`config.mk`:
```
export PLATFORM = sky130hd
export DESIGN_NAME = bqf_coef_regs
export DESIGN_NICKNAME = d
export VERILOG_FILES = /design/src/hdl/bqf_pkg.sv /design/src/hdl/bqf_coef_regs.sv
export SDC_FILE = /design/constraint.sdc
export NUM_CORES = 1
export LEC_CHECK = 0
export BUFFER_PORTS_ARGS = -buffer_cell sky130_fd_sc_hd__buf_4
export CAP_MARGIN = 5
export CORE_MARGIN = 2
export CORE_UTILIZATION = 50
export DETAILED_ROUTE_END_ITERATION = 12
export PLACE_DENSITY = 0.79
export SYNTH_ARGS = -nofsm -noshare
export SYNTH_HDL_FRONTEND = slang
export SYNTH_SLANG_ARGS = --single-unit
export TNS_END_PERCENT = 10
```
`constraint.sdc`:
```
create_clock -name clk -period 2.13 [get_ports clk]
set_input_delay 0.213 -clock clk [delete_from_list [all_inputs] [get_ports clk]]
set_output_delay 0.213 -clock clk [all_outputs]
set_load 0.1 [all_outputs]
```
`src/hdl/bqf_pkg.sv`:
```
// shared types and constants of the biquad filter
package bqf_pkg;

	localparam int COEF_BITS    = 32;
	localparam int YFRAC        = 8;
	localparam int CHAN_BITS    = 1;
	localparam int REG_IDX_BITS = 3;

	typedef enum logic [REG_IDX_BITS-1:0] {
		REG_B0,
		REG_B1,
		REG_B2,
		REG_A1,
		REG_A2
	} reg_idx_t;

	typedef struct packed {
		logic signed [COEF_BITS-1:0] b0;
		logic signed [COEF_BITS-1:0] b1;
		logic signed [COEF_BITS-1:0] b2;
		logic signed [COEF_BITS-1:0] a1;
		logic signed [COEF_BITS-1:0] a2;
	} coef_t;

endpackage

```
`src/hdl/bqf_coef_regs.sv`:
```
// coefficient register bank written through the configuration port
module bqf_coef_regs import bqf_pkg::*; #(
	parameter int COEF_FRAC_BITS = 28
) (
	input  logic                    clk,
	input  logic                    arst_n,
	input  logic                    cfg_we,
	input  logic [REG_IDX_BITS-1:0] cfg_idx,
	input  logic [COEF_BITS-1:0]    cfg_data,
	output coef_t                   coef
);

	localparam logic signed [COEF_BITS-1:0] UNITY = COEF_BITS'(1) << COEF_FRAC_BITS;

	coef_t coef_q;

	always_ff @(posedge clk or negedge arst_n) begin
		if (!arst_n) begin
			coef_q.b0 <= UNITY;
			coef_q.b1 <= '0;
			coef_q.b2 <= '0;
			coef_q.a1 <= '0;
			coef_q.a2 <= '0;
		end else if (cfg_we) begin
			case (reg_idx_t'(cfg_idx))
				REG_B0: begin
					coef_q.b0 <= cfg_data;
				end
				REG_B1: begin
					coef_q.b1 <= cfg_data;
				end
				REG_B2: begin
					coef_q.b2 <= cfg_data;
				end
				REG_A1: begin
					coef_q.a1 <= cfg_data;
				end
				REG_A2: begin
					coef_q.a2 <= cfg_data;
				end
				default: begin
				end
			endcase
		end
	end

	assign coef = coef_q;

endmodule

```
==> results_dict.tcl <==
set metrics [dict create \
    status "complete, no violations" \
    ys_ff_latch 160 \
    drt-pass1-iter-count 4 \
    drc 0 \
    clockRootBuffer "clkbuf_16" \
    grt_pass1_vias 3916 \
    wire_per_inst_um 19.4 \
    dieHeight_um 114 \
    rsz0062_at_grt "no" \
    maxClockFrequency_mhz 686 \
    netlist_instances 343 \
    antenna_found_initial 0 \
    path_delay_family "flip-flops" \
    grt_use_met3 0.0749 \
    layout-drive-gt1-share 0.685 \
    first_iter_violations 163 \
    slowest_stage "dfstp_2" \
    slew_headroom 0.654 \
    cp-end-kind "output port" \
    hold_violations 0 \
    period_share 0.684 \
    fp.coreArea_mm2 0.0119 \
    cts_max_path_buffers 2 \
    setup_viol 0 \
    synthToLayoutAreaGrowth_pct 37.6 \
    finalNonFillerCells 712 \
    cts_tree "built" \
    gp_congestion 0.737 \
    ys.warnings.count 0 \
    hpwl_mm 9.47 \
    htreeDepth 4 \
    crit_path_cell_trace "buf_4" \
    via_per_inst 5.20 \
    rows 40 \
    wirelength_mm 13.8 \
    fin_skew_ns 0 \
    crit_path_start_kind "flop" \
    ant_nets 0 \
    cap_violations 0 \
    cpPeakStageDelay_ns 0.54 \
    crit_type "reg -> out" \
    r2r-start "coef[14]" \
    cp.arrival_ns 1.24 \
    nets 590 \
    required_ns 1.92 \
    largest_reg_flops 160 \
    tns_ns 0 \
    antenna_cells 0 \
    met1_usage 0.289 \
    n_fill_cell 821 \
    synth_seq_area_share 0.664 \
    yosysUniqueCellTypes 9 \
    clock_latency_ns 0.42 \
    hp-class "in -> reg" \
    cts_setup_buffers 0 \
    syn_nets 381 \
    crit_start "coef[156]" \
    cts_sinks 160 \
    routed-via-count 3702 \
    num_io_pins 198 \
    top_usage_layer "met2" \
    postCtsResizedCells 0 \
    port_buffers 197 \
    grt_max_degree 57 \
    clk_pin_slew_ns 0.06 \
    final_max_slew_viol_count 0 \
    worst_slew_pin_slew_ns 0.520 \
    syn-cell-area_mm2 0.00603 \
    dp.cells 679 \
    cp_max_fo 2 \
    grt_pass1_wl_mm 21.8 \
    dieArea_mm2 0.0130 \
    grt_overflow_total 0 \
    worstHoldStart "cfg_data[27]" \
    die_w_um 114 \
    grtUsageMet2 0.354 \
    syn_area_per_cell_um2 17.6 \
    cp.buffers_inverters 1 \
    post-route-min-period_ns 1.46 \
    grt_util_all_layers 0.224 \
    cts_inserted_buffers 17 \
    initial_utilization 0.507 \
]
-- final cells by class --
type | instances | area [µm²] | share of cell area
timing repair buffer | 208 | 1630 | 0.196
clock inverter | 4 | 50.0 | 0.00603
clock buffer | 28 | 527 | 0.0634
tap | 147 | 184 | 0.0221
sequential | 160 | 4010 | 0.482
multi-input combinational | 165 | 1910 | 0.230
-- what timing repair did --
| action | in CTS | in global routing |
|---|---|---|
| endpoints found under the hold margin | 52 | 0 |
| hold buffers | 1 | 0 |
| endpoints found under the setup margin | 0 | 0 |
-- layout by cell type (no fill, tap or decap) --
cell type	count
clkbuf_1	5
buf_4	201
dfrtp_1	159
clkinvlp_4	2
nor4bb_4	3
nand4b_1	1
mux2_2	148
dlygate4sd3_1	1
mux2_1	12
clkbuf_8	6
clkinv_2	1
buf_12	5
clkbuf_16	17
dfstp_2	1
nor4b_4	1
buf_6	1
bufinv_16	1
-- per-stage QoR --
step / hold WS, ns / setup WS [ns] / util / cell area, µm²
detailed placement: 0.214 / 0.645 / 0.648 / 7720
CTS: 0.0322 / 0.650 / 0.697 / 8310
global route: 0.0414 / 0.636 / 0.697 / 8310
global placement: 0.205 / 0.666 / 0.648 / 7720
finish: 0.0509 / 0.673 / 0.697 / 8310
floorplan: -0.0826 / 0.850 / - / 6030
-- synth_stat cells --
| cell type | n | area (µm²) |
|---|---|---|
| nor4bb_1 | 3 | 30.0 |
| nor4b_4 | 1 | 23.8 |
| mux2_1 | 12 | 135 |
| nand4b_1 | 1 | 8.76 |
| dfrtp_1 | 159 | 3980 |
| mux2_2 | 148 | 1670 |
| buf_2 | 6 | 30.0 |
| buf_6 | 12 | 135 |
| dfstp_2 | 1 | 26.3 |
-- per-layer routing --
| metal | share of wire | wire (µm) |
|---|---|---|
| met5 | 0 | 0 |
| met4 | 0.017 | 238 |
| met3 | 0.069 | 958 |
| met2 | 0.49 | 6790 |
| met1 | 0.42 | 5830 |
-- logic make-up (layout without fill, tap and decap cells) --
family	count (synthesis)	in the layout	share of synthesized area
buf+inv	18	240	0.0274
mux	160	160	0.299
flops	160	160	0.664
simple gates	5	5	0.0104
-- final timing paths --
kind | endpoint | slack (ns) | cells past startpoint
min | coef[155] | 0.05 | 2
max in group asynchronous | coef[29] | 1.13 | 3
max | coef[156] | 0.67 | 1
min in group asynchronous | coef[131] | 0.32 | 2
max reg2reg | coef[14] | 1.33 | 1
min reg2reg | coef[20] | 0.49 | 1
Power is not shown: default switching activity piles up to over one toggle a cycle in this logic, so the estimate is an artifact.
