[config.mk]
export PLATFORM = sky130hd
export DESIGN_NAME = bqf_hist
export DESIGN_NICKNAME = d
export VERILOG_FILES = /design/src/hdl/bqf_pkg.sv /design/src/hdl/bqf_hist.sv
export SDC_FILE = /design/constraint.sdc
export NUM_CORES = 1
export LEC_CHECK = 0
export BUFFER_PORTS_ARGS = -buffer_cell sky130_fd_sc_hd__buf_2
export CORE_UTILIZATION = 45
export DETAILED_ROUTE_END_ITERATION = 6
export PLACE_DENSITY = 0.72
export SYNTH_ARGS = -nofsm -noshare
export SYNTH_HDL_FRONTEND = slang
export SYNTH_SLANG_ARGS = --single-unit
[constraint.sdc]
create_clock -name clk -period 2 [get_ports clk]
set_input_delay 0.4 -clock clk [delete_from_list [all_inputs] [get_ports clk]]
set_output_delay 0.4 -clock clk [all_outputs]
set_load 0.005 [all_outputs]
[src/hdl/bqf_pkg.sv]
// shared types and constants of the biquad filter
package bqf_pkg;

	localparam int COEF_BITS    = 32;
	localparam int YFRAC        = 8;
	localparam int CHAN_BITS    = 1;
	localparam int REG_IDX_BITS = 3;

	typedef enum logic [REG_IDX_BITS-1:0] {
		REG_B0,
		REG_B1,
		REG_B2,
		REG_A1,
		REG_A2
	} reg_idx_t;

	typedef struct packed {
		logic signed [COEF_BITS-1:0] b0;
		logic signed [COEF_BITS-1:0] b1;
		logic signed [COEF_BITS-1:0] b2;
		logic signed [COEF_BITS-1:0] a1;
		logic signed [COEF_BITS-1:0] a2;
	} coef_t;

endpackage

[src/hdl/bqf_hist.sv]
// per-channel history of past inputs and past internal outputs
module bqf_hist import bqf_pkg::*; #(
	parameter int CHANNELS    = 2,
	parameter int SAMPLE_BITS = 24
) (
	input  logic                          clk,
	input  logic                          arst_n,
	input  logic                          we,
	input  logic [CHAN_BITS-1:0]          chan,
	input  logic signed [SAMPLE_BITS-1:0] x_new,
	input  logic signed [SAMPLE_BITS+YFRAC-1:0] y_new,
	output logic signed [SAMPLE_BITS-1:0] x1,
	output logic signed [SAMPLE_BITS-1:0] x2,
	output logic signed [SAMPLE_BITS+YFRAC-1:0] y1,
	output logic signed [SAMPLE_BITS+YFRAC-1:0] y2
);

	localparam int IDX_W = (CHANNELS > 1) ? $clog2(CHANNELS) : 1;
	localparam int YW    = SAMPLE_BITS + YFRAC;

	logic signed [SAMPLE_BITS-1:0] x1_q [CHANNELS];
	logic signed [SAMPLE_BITS-1:0] x2_q [CHANNELS];
	logic signed [YW-1:0]          y1_q [CHANNELS];
	logic signed [YW-1:0]          y2_q [CHANNELS];
	logic [IDX_W-1:0]              idx;

	assign idx = IDX_W'(chan);

	always_ff @(posedge clk or negedge arst_n) begin
		if (!arst_n) begin
			for (int i = 0; i < CHANNELS; i++) begin
				x1_q[i] <= '0;
				x2_q[i] <= '0;
				y1_q[i] <= '0;
				y2_q[i] <= '0;
			end
		end else if (we) begin
			x2_q[idx] <= x1_q[idx];
			x1_q[idx] <= x_new;
			y2_q[idx] <= y1_q[idx];
			y1_q[idx] <= y_new;
		end
	end

	assign x1 = x1_q[idx];
	assign x2 = x2_q[idx];
	assign y1 = y1_q[idx];
	assign y2 = y2_q[idx];

endmodule

==> run summary, run 1 <==
Post-Route WL = 19.31 mm
LEAKAGE = 5.277 nW
synth unique cells = 8
PortBufs = 171
CTS buffer count = 25
clock skew = 0.01563 ns
Final Critical Period = 1.814 ns
Comb pwr share = 17.9%
clock power share = 35.5%
Setup violations, final = 0
DR iter-0 viols = 141
RD Place Congestion = 0.8078
Initial Util = 45.98%
vias = 5587
Max Slew Vio Count = 0
ys flop type = dfrtp_1
worst IR drop on VDD = 0.7123 mV
pwr dens = 1084 nW/um^2
wire length on met2 = 9.577 mm
die area = 22070 um^2
first-pass GRT wire length = 32.11 mm
EDFF count, synth = 0
Worst Path Required = 1.60 ns
max_cap viols = 0
synth top area cells = dfrtp_1 (58%), mux2_1 (20%), mux2_2 (19%), buf_6 (1.0%), buf_2 (0.98%)
clk sinks = 224
fin nets = 842
outcome = complete, no violations
vias per cell = 5.197
top cell family by delay on the critical path = buffers and inverters
total I/O pin count = 172
Total GRT Usage = 18.16%
slew margin rel. = 71.97%
highest routed layer = met4
Die Y-Extent = 148.6 um
routed length on met3 = 1.060 mm
CP Cell Sequence = buf_4, buf_12, mux2_2, buf_2
TritonCTS clock tree = done
diodes inserted = 0
P_int = 0.009569 W
worst-margin pin slew = 0.4205 ns
RSZ-0062 raised after global routing = no
Hold Buf Count CTS = 1
share of cells above drive strength 1 = 49.75%
CTS Root Cell = clkbuf_16
TNS Setup = 0 ns
largest area contributor in the netlist = dfrtp_1
Synth-to-Final Area Change = 21.84%
top-count cell post-synth = dfrtp_1
antenna viol nets, final = 0
H-tree depth = 1
DRT Pass-1 Iters = 4
fraction of registers with async set/reset = 100.0%
Worst Hold Class = in -> reg
initial antenna violation count = 1
number of global-route vias before repair = 6180
Buf/Inv on CP = 3
Seq cells post-synth = 224
fin crit share = 90.72%
Synth top cells by count = dfrtp_1 (224), mux2_1 (173), mux2_2 (163), buf_2 (19)
Worst setup SP type = input pin
Seq/Total Area, Yosys = 57.99%
endpoint class of the critical path = output pin
DR WL/cell = 17.96 um
CTS Buffer Depth = 3
Synth Warn # = 0
Post-CTS Setup Bufs = 0
DRC = 0
syn nets = 659
Core Rows = 53
crit-path max FO = 46
Slowest-stage cell, CP = mux2_2
post-synthesis instance total = 599
largest net degree at the start of global routing = 63
area fraction of the dominant cell type after synthesis = 57.99%
Fmax = 551.2 MHz
Mapped Area = 9666 um^2
CTS resizes = 0
Die Width = 148.6 um
Clk pin slew, worst setup/hold paths = 0.06 ns
core area = 21020 um^2
total net switching power = 0.003197 W
Finished Layout Cells = 1075
clk_lat worst skew = 0.51 ns
Fin. Hold Viols = 0
dpl cells = 1029
M1 WL = 8.301 mm
syn_area_per_cell = 16.14 um^2
Max stage delay on crit path = 0.39 ns
DP HPWL = 13.24 mm
crit path DAT = 1.41 ns
worst slack at placement = 0.1575 ns
critical path class = in -> out
GRT Residual Overflow = 0
share of power burned in registers = 46.7%
min setup slack post-route = 0.1856 ns
switch share = 25.04%
-- cells in the final DEF (no fill, tap or decap), types with 2 or more instances in the layout --
cell | netlist | layout
clkbuf_8 | 0 | 7
buf_4 | 9 | 10
clkbuf_16 | 0 | 25
clkbuf_1 | 0 | 4
buf_2 | 19 | 169
dfrtp_1 | 224 | 224
mux2_2 | 163 | 163
buf_12 | 0 | 12
clkinv_2 | 0 | 5
mux2_1 | 173 | 173
bufinv_16 | 0 | 2
-- power by group through the flow --
stage / clock network [W] / registers, W / logic (W)
finish: 0.00453 / 0.00596 / 0.00228
global route: 0.00486 / 0.00607 / 0.00251
CTS: 0.00467 / 0.00595 / 0.00233
detailed placement: 0 / 0.00603 / 0.00231
global placement: 0 / 0.00594 / 0.00222
floorplan: 0 / 0.00580 / 0.00142
-- cell families after synthesis --
family,share of synthesized area (%)
simple gates,0.1294
mux,39.15
buf+inv,2.731
flops,57.99
-- state kept, by name, indices dropped and copies added (netlist names) --
register and cells:
y1_q 64, y2_q 64, x2_q 48, x1_q 48
-- layer usage --
layer	vias up	GRT usage [%]
li1	2522	-
met1	2903	23.68
met2	137	31.07
met3	25	3.681
met4	0	4.124
met5	-	0
-- through the flow --
step / utilization [%] / hold slack (ns) / power [W] / instance area (um^2)
floorplan: - / 0.1044 / 0.007224 / 9666
global placement: 52.01 / 0.3792 / 0.008155 / 10930
detailed placement: 52.01 / 0.3849 / 0.008339 / 10930
CTS: 56.02 / 0.08178 / 0.01296 / 11780
global route: 56.02 / 0.08690 / 0.01345 / 11780
finish: 56.02 / 0.1076 / 0.01277 / 11780
-- path summary, 6_finish.rpt --
check / slack, ns / endpoint / startpoint / cells after the start
worst max-delay path: 0.19 / x2[0] / chan / 4
worst min-delay path: 0.11 / x1_q[16] / x_new[16] / 2
worst max register to register: 1.14 / y1_q[24] / y1_q[24] / 1
worst min register to register: 0.48 / x2_q[33] / x2_q[33] / 1
max in group asynchronous: 0.95 / y1_q[19] / arst_n / 3
min in group asynchronous: 0.42 / y2_q[26] / arst_n / 2
-- layout make-up --
| class | instances | area, um^2 |
|---|---|---|
| clock buffer | 35 | 723.2 |
| multi-input combinational | 338 | 3809 |
| tap | 275 | 344.1 |
| clock inverter | 10 | 110.1 |
| sequential | 224 | 5605 |
| fill | 1672 | 9245 |
| timing repair buffer | 193 | 1185 |
Note: power is estimated with default switching activity, not from simulation.
==> run 2: changes to the inputs <==
==> constraint.sdc (replaced) <==
create_clock -name clk -period 2 [get_ports clk]
set_input_delay 0.3 -clock clk [delete_from_list [all_inputs] [get_ports clk]]
set_output_delay 0.3 -clock clk [all_outputs]
set_load 0.005 [all_outputs]
==> run 2 against run 1 <==
Compared with the run above: global-route usage is 0.37 points lower; count of clock-buffer cells in the layout is 4 higher; fmax grew 6.6%; register-to-register slack improved by 0.02 ns; flip-flop and latch count stayed put; combinational power barely moved; largest cell class unchanged; highest routed layer unchanged.
==> run summary, run 2 (synthesized netlist as in run 1, its figures left out) <==
crit path capture = y1[1]
RSZ-0062 raised after global routing = no
clk sinks = 224 (unchanged)
Fin. Hold Viols = 0 (unchanged)
Fill cells = 1688 (+0.96%)
clk_lat worst skew = 0.50 ns (about the same)
Initial Util = 45.98% (unchanged)
diodes inserted = 0 (unchanged)
Die Width = 148.6 um (unchanged)
Die Y-Extent = 148.6 um (unchanged)
vias = 5532 (-0.98%)
CTS Buffer Depth = 3 (unchanged)
P_int = 0.009444 W (-1.3%)
crit-path max FO = 35 (-24%)
total I/O pin count = 172 (unchanged)
Fmax = 587.3 MHz (+6.6%)
Max Slew Vio Count = 0 (unchanged)
Comb pwr share = 18.1% (+0.2 points)
fin nets = 836 (-0.71%)
DP HPWL = 13.19 mm (-0.40%)
Worst Hold Class = in -> reg
Synth-to-Final Area Change = 20.80%
Final Critical Period = 1.703 ns (-0.1117 ns)
Post-Route WL = 19.34 mm (+0.16%)
share of cells above drive strength 1 = 48.80% (-0.95 points)
Total GRT Usage = 17.79% (-0.37 points)
endpoint class of the critical path = output pin
commonest cells after routing, fill and taps aside = dfrtp_1 (224), mux2_1 (173), buf_2 (169), mux2_2 (163), clkbuf_16 (25)
Final Util = 55.54% (-0.48 points)
RD Place Congestion = 0.7586 (-6.1%)
first-pass GRT wire length = 31.48 mm (-1.9%)
worst r2r src = x1_q[20]
Crit. Startpoint = chan
FF/Latch Area = 5605 um^2 (unchanged)
TNS Setup = 0 ns (unchanged)
critical path class = in -> out
CTS buffer count = 24 (-4.0%)
number of global-route vias before repair = 6243 (+1.0%)
max_cap viols = 0 (unchanged)
Worst setup SP type = input pin
Worst Path Required = 1.70 ns (+0.10 ns)
clock skew = 0.006306 ns (-0.009322 ns)
commonest non-fill, non-tap cell in the layout = dfrtp_1
outcome = complete, no violations
FF-to-FF End = x1_q[20]
min-delay src = x_new[0]
largest net degree at the start of global routing = 65 (+3.2%)
initial antenna violation count = 0 (-1)
vias per cell = 5.189 (-0.15%)
DR iter-0 viols = 83 (-41%)
H-tree depth = 1 (unchanged)
Setup violations, final = 0 (unchanged)
share of power burned in registers = 47.4% (+0.7 points)
DR WL/cell = 18.14 um (+1.0%)
TritonCTS clock tree = done
PortBufs = 171 (unchanged)
antenna viol nets, final = 0 (unchanged)
GRT Residual Overflow = 0 (unchanged)
Core Rows = 53 (unchanged)
biggest regs = y1_q: 64 flops, y2_q: 64 flops
crit path DAT = 1.40 ns (about the same)
total net switching power = 0.003106 W (-2.9%)
DRT Pass-1 Iters = 4 (unchanged)
switch share = 24.75% (-0.30 points)
CTS Root Cell = clkbuf_16
reg-to-reg slack, setup = 1.16 ns (+0.02 ns)
die area = 22070 um^2 (unchanged)
area of the multi-input gates = 3809 um^2 (unchanged)
DRC = 0 (unchanged)
core area = 21020 um^2 (unchanged)
worst-margin pin slew = 0.5506 ns (+0.1301 ns)
Clk pin slew, worst setup/hold paths = 0.06 ns (about the same)
fin crit share = 85.13% (-5.6 points)
LEAKAGE = 5.223 nW (-1.0%)
slew margin rel. = 63.30% (-8.7 points)
pwr dens = 1075 nW/um^2 (-0.85%)
clock power share = 34.5% (-1.0 points)
worst IR drop on VDD = 0.6982 mV (-2.0%)
R2R depth = 1 (unchanged)
run 2: worst min path at each step:
stage / end / depth (start not counted) / slack, ns
floorplan: x1_q[0] / 0 / 0.004
global placement: y2_q[13] / 1 / 0.33
detailed placement: y2_q[45] / 1 / 0.34
CTS: x1_q[12] / 2 / 0.002
global route: x1_q[12] / 2 / 0.008
finish: x1_q[0] / 2 / 0.02
run 2: worst max-delay path: stages:
cell	delay, ns
buf_4	0.28
buf_12	0.27
mux2_2	0.39
buf_2	0.13
run 2: power groups by stage:
stage	Combinational (W)	Sequential, W	Clock (W)
finish	0.00227	0.00595	0.00433
global route	0.00250	0.00606	0.00464
CTS	0.00233	0.00595	0.00447
detailed placement	0.00231	0.00602	0
global placement	0.00221	0.00593	0
floorplan	0.00142	0.00580	0
run 2: metrics by stage:
| stage | setup slack, ns | cells | hold WS [ns] | total power (W) | instance area (um^2) |
|---|---|---|---|---|---|
| 2_1_floorplan | 0.5347 | 599 | 0.004409 | 0.007224 | 9666 |
| 3_3_place_gp | 0.3355 | 1024 | 0.3255 | 0.008141 | 10880 |
| 3_5_place_dp | 0.3038 | 1024 | 0.3447 | 0.008334 | 10880 |
| 4_1_cts | 0.2986 | 1066 | 0.002430 | 0.01274 | 11680 |
| 5_1_grt | 0.2614 | 1066 | 0.008470 | 0.01321 | 11680 |
| 6_report | 0.2974 | 1066 | 0.02269 | 0.01255 | 11680 |
run 2: repair_timing:
| action | CTS | global route |
|---|---|---|
| hold buffers | 1 | 0 |
| resized for setup | 0 | 0 |
| setup buffers | 0 | 0 |
| endpoints found under the hold margin | 57 | 0 |
run 2: final cells by class:
cell class / instances / share of cell area (%)
clock inverter: 2 / 0.3000
clock buffer: 39 / 6.408
multi-input combinational: 338 / 32.62
timing repair buffer: 188 / 9.719
sequential: 224 / 48.01
tap: 275 / 2.947
run 2: layer usage:
metal / global-route usage [%] / share of wire, % / vias to the layer above
li1: - / - / 2504
met1: 23.22 / 44 / 2859
met2: 30.47 / 49 / 143
met3: 3.344 / 5.6 / 26
met4: 4.433 / 1.5 / 0
met5: 0 / 0 / -
==> run 3: changes to the inputs <==
--- a/config.mk
+++ b/config.mk
@@ -9,6 +9,7 @@
 export CORE_UTILIZATION = 45
 export DETAILED_ROUTE_END_ITERATION = 6
 export PLACE_DENSITY = 0.72
+export REMOVE_ABC_BUFFERS = 1
 export SYNTH_ARGS = -nofsm -noshare
 export SYNTH_HDL_FRONTEND = slang
 export SYNTH_SLANG_ARGS = --single-unit
==> run 3 against run 2 <==
Compared with the run above: first-iteration DRC count increased by 64%; critical path depth unchanged; sequential share of layout area decreased by 1.1 points; via count increased by 2.5%; largest power group unchanged; register-to-register slack about the same; total power increased by 3.2%; non-clock buffer count increased by 17.
==> run summary, run 3 (synthesized netlist as in run 1, its figures left out) <==
endpoint class of the critical path = output pin
crit path DAT = 1.37 ns (-0.03 ns)
H-tree depth = 1 (unchanged)
DRC = 0 (unchanged)
worst IR drop on VDD = 0.7475 mV (+7.1%)
clk_lat worst skew = 0.51 ns (about the same)
first-pass GRT wire length = 32.20 mm (+2.3%)
outcome = complete, no violations
commonest non-fill, non-tap cell in the layout = dfrtp_1
largest net degree at the start of global routing = 53 (-18%)
Worst Path Required = 1.70 ns (about the same)
fin nets = 854 (+2.2%)
CTS resizes = 0 (unchanged)
DP HPWL = 13.47 mm (+2.2%)
RSZ-0062 raised after global routing = no
DRT Pass-1 Iters = 4 (unchanged)
Fmax = 598.3 MHz (+1.9%)
Synth-to-Final Area Change = 23.65%
vias = 5670 (+2.5%)
clk sinks = 224 (unchanged)
Total GRT Usage = 18.21% (+0.41 points)
Max Slew Vio Count = 0 (unchanged)
Slowest-stage cell, CP = mux2_2
Die Width = 148.6 um (unchanged)
Fin. Hold Viols = 0 (unchanged)
core area = 21020 um^2 (unchanged)
worst-margin pin slew = 0.4160 ns (-0.1345 ns)
Core Rows = 53 (unchanged)
RD Place Congestion = 0.7614 (+0.37%)
slew margin rel. = 72.26% (+9.0 points)
LEAKAGE = 5.348 nW (+2.4%)
Initial Util = 45.98% (unchanged)
TritonCTS clock tree = done
total I/O pin count = 172 (unchanged)
max_cap viols = 0 (unchanged)
GRT Residual Overflow = 0 (unchanged)
Setup violations, final = 0 (unchanged)
pwr dens = 1083 nW/um^2 (+0.80%)
clock skew = 0.008497 ns (+0.002191 ns)
CTS Root Cell = clkbuf_16
DR WL/cell = 18.11 um (-0.21%)
Max stage delay on crit path = 0.38 ns (about the same)
share of cells above drive strength 1 = 48.65% (-0.15 points)
commonest cells after routing, fill and taps aside = dfrtp_1 (224), mux2_1 (173), buf_2 (169), mux2_2 (163), clkbuf_16 (25)
CP Cell Sequence = buf_4, buf_12, mux2_2, buf_2
die area = 22070 um^2 (unchanged)
antenna viol nets, final = 0 (unchanged)
Worst setup SP type = input pin
Worst Hold Class = in -> reg
vias per cell = 5.216 (+0.51%)
placed instance area = 10940 um^2 (+0.48%)
number of global-route vias before repair = 6391 (+2.4%)
initial antenna violation count = 0 (unchanged)
Die Y-Extent = 148.6 um (unchanged)
total power = 0.01295 W (+3.2%)
PortBufs = 171 (unchanged)
critical path class = in -> out
biggest regs = y1_q: 64 flops, y2_q: 64 flops
Final Critical Period = 1.671 ns (-0.03132 ns)
Clk pin slew, worst setup/hold paths = 0.06 ns (about the same)
diodes inserted = 0 (unchanged)
CTS buffer count = 25 (+4.2%)
Post-Route WL = 19.68 mm (+1.8%)
fin crit share = 83.57% (-1.6 points)
CTS Buffer Depth = 3 (unchanged)
DR iter-0 viols = 136 (+64%)
Final Util = 56.85% (+1.3 points)
Final Cell Area = 11950 um^2 (+2.4%)
crit-path max FO = 30 (-14%)
WHS = 0.01916 ns (-0.003524 ns)
## run 3: through the flow
step / setup slack [ns] / TNS (ns) / instances
final: 0.3287 / 0 / 1087
after CTS: 0.3308 / 0 / 1087
after global placement: 0.3567 / 0 / 1026
after floorplan: -1.862 / -349.89 / 562
after detailed placement: 0.3350 / 0 / 1026
after global routing: 0.2897 / 0 / 1087
## run 3: worst paths after layout
check	endpoint	startpoint	depth (start not counted)	slack (ns)
worst min-delay path	y1_q[19]	y_new[19]	2	0.02
min in group asynchronous	x2_q[4]	arst_n	2	0.29
worst max-delay path	y2[10]	chan	4	0.33
max in group asynchronous	y1_q[3]	arst_n	3	1.03
worst min register to register	y2_q[51]	y2_q[51]	1	0.49
worst max register to register	x1_q[20]	x1_q[20]	1	1.16
## run 3: area by class of cell
cell class | instances | area, um^2
Tap cell | 275 | 344.1
Timing Repair Buffer | 205 | 1338
Clock inverter | 10 | 132.6
Sequential cell | 224 | 5605
Multi-Input combinational cell | 338 | 3809
Clock buffer | 35 | 723.2
Fill cell | 1642 | 9070
## run 3: where the power goes
group / switching, W / internal (W)
sequential: 0.000514 / 0.00542
combinational: 0.000931 / 0.00139
clock: 0.00178 / 0.00290
## run 3: per-layer routing
metal	vias to the layer above	routed length (um)	GRT usage [%]
met5	-	0	0
met4	0	312	4.124
met3	27	897	3.313
met2	130	10340	33.36
met1	2974	8133	22.08
li1	2539	-	-
## run 3: critical path, delay by kind of cell
family,cells,cell delay (ns)
buf+inv,3,0.66
mux,1,0.38
## run 3: what timing repair did
item	4_1_cts	5_1_grt
buffers inserted	0	0
hold buffers	16	0
endpoints found under the hold margin	58	0
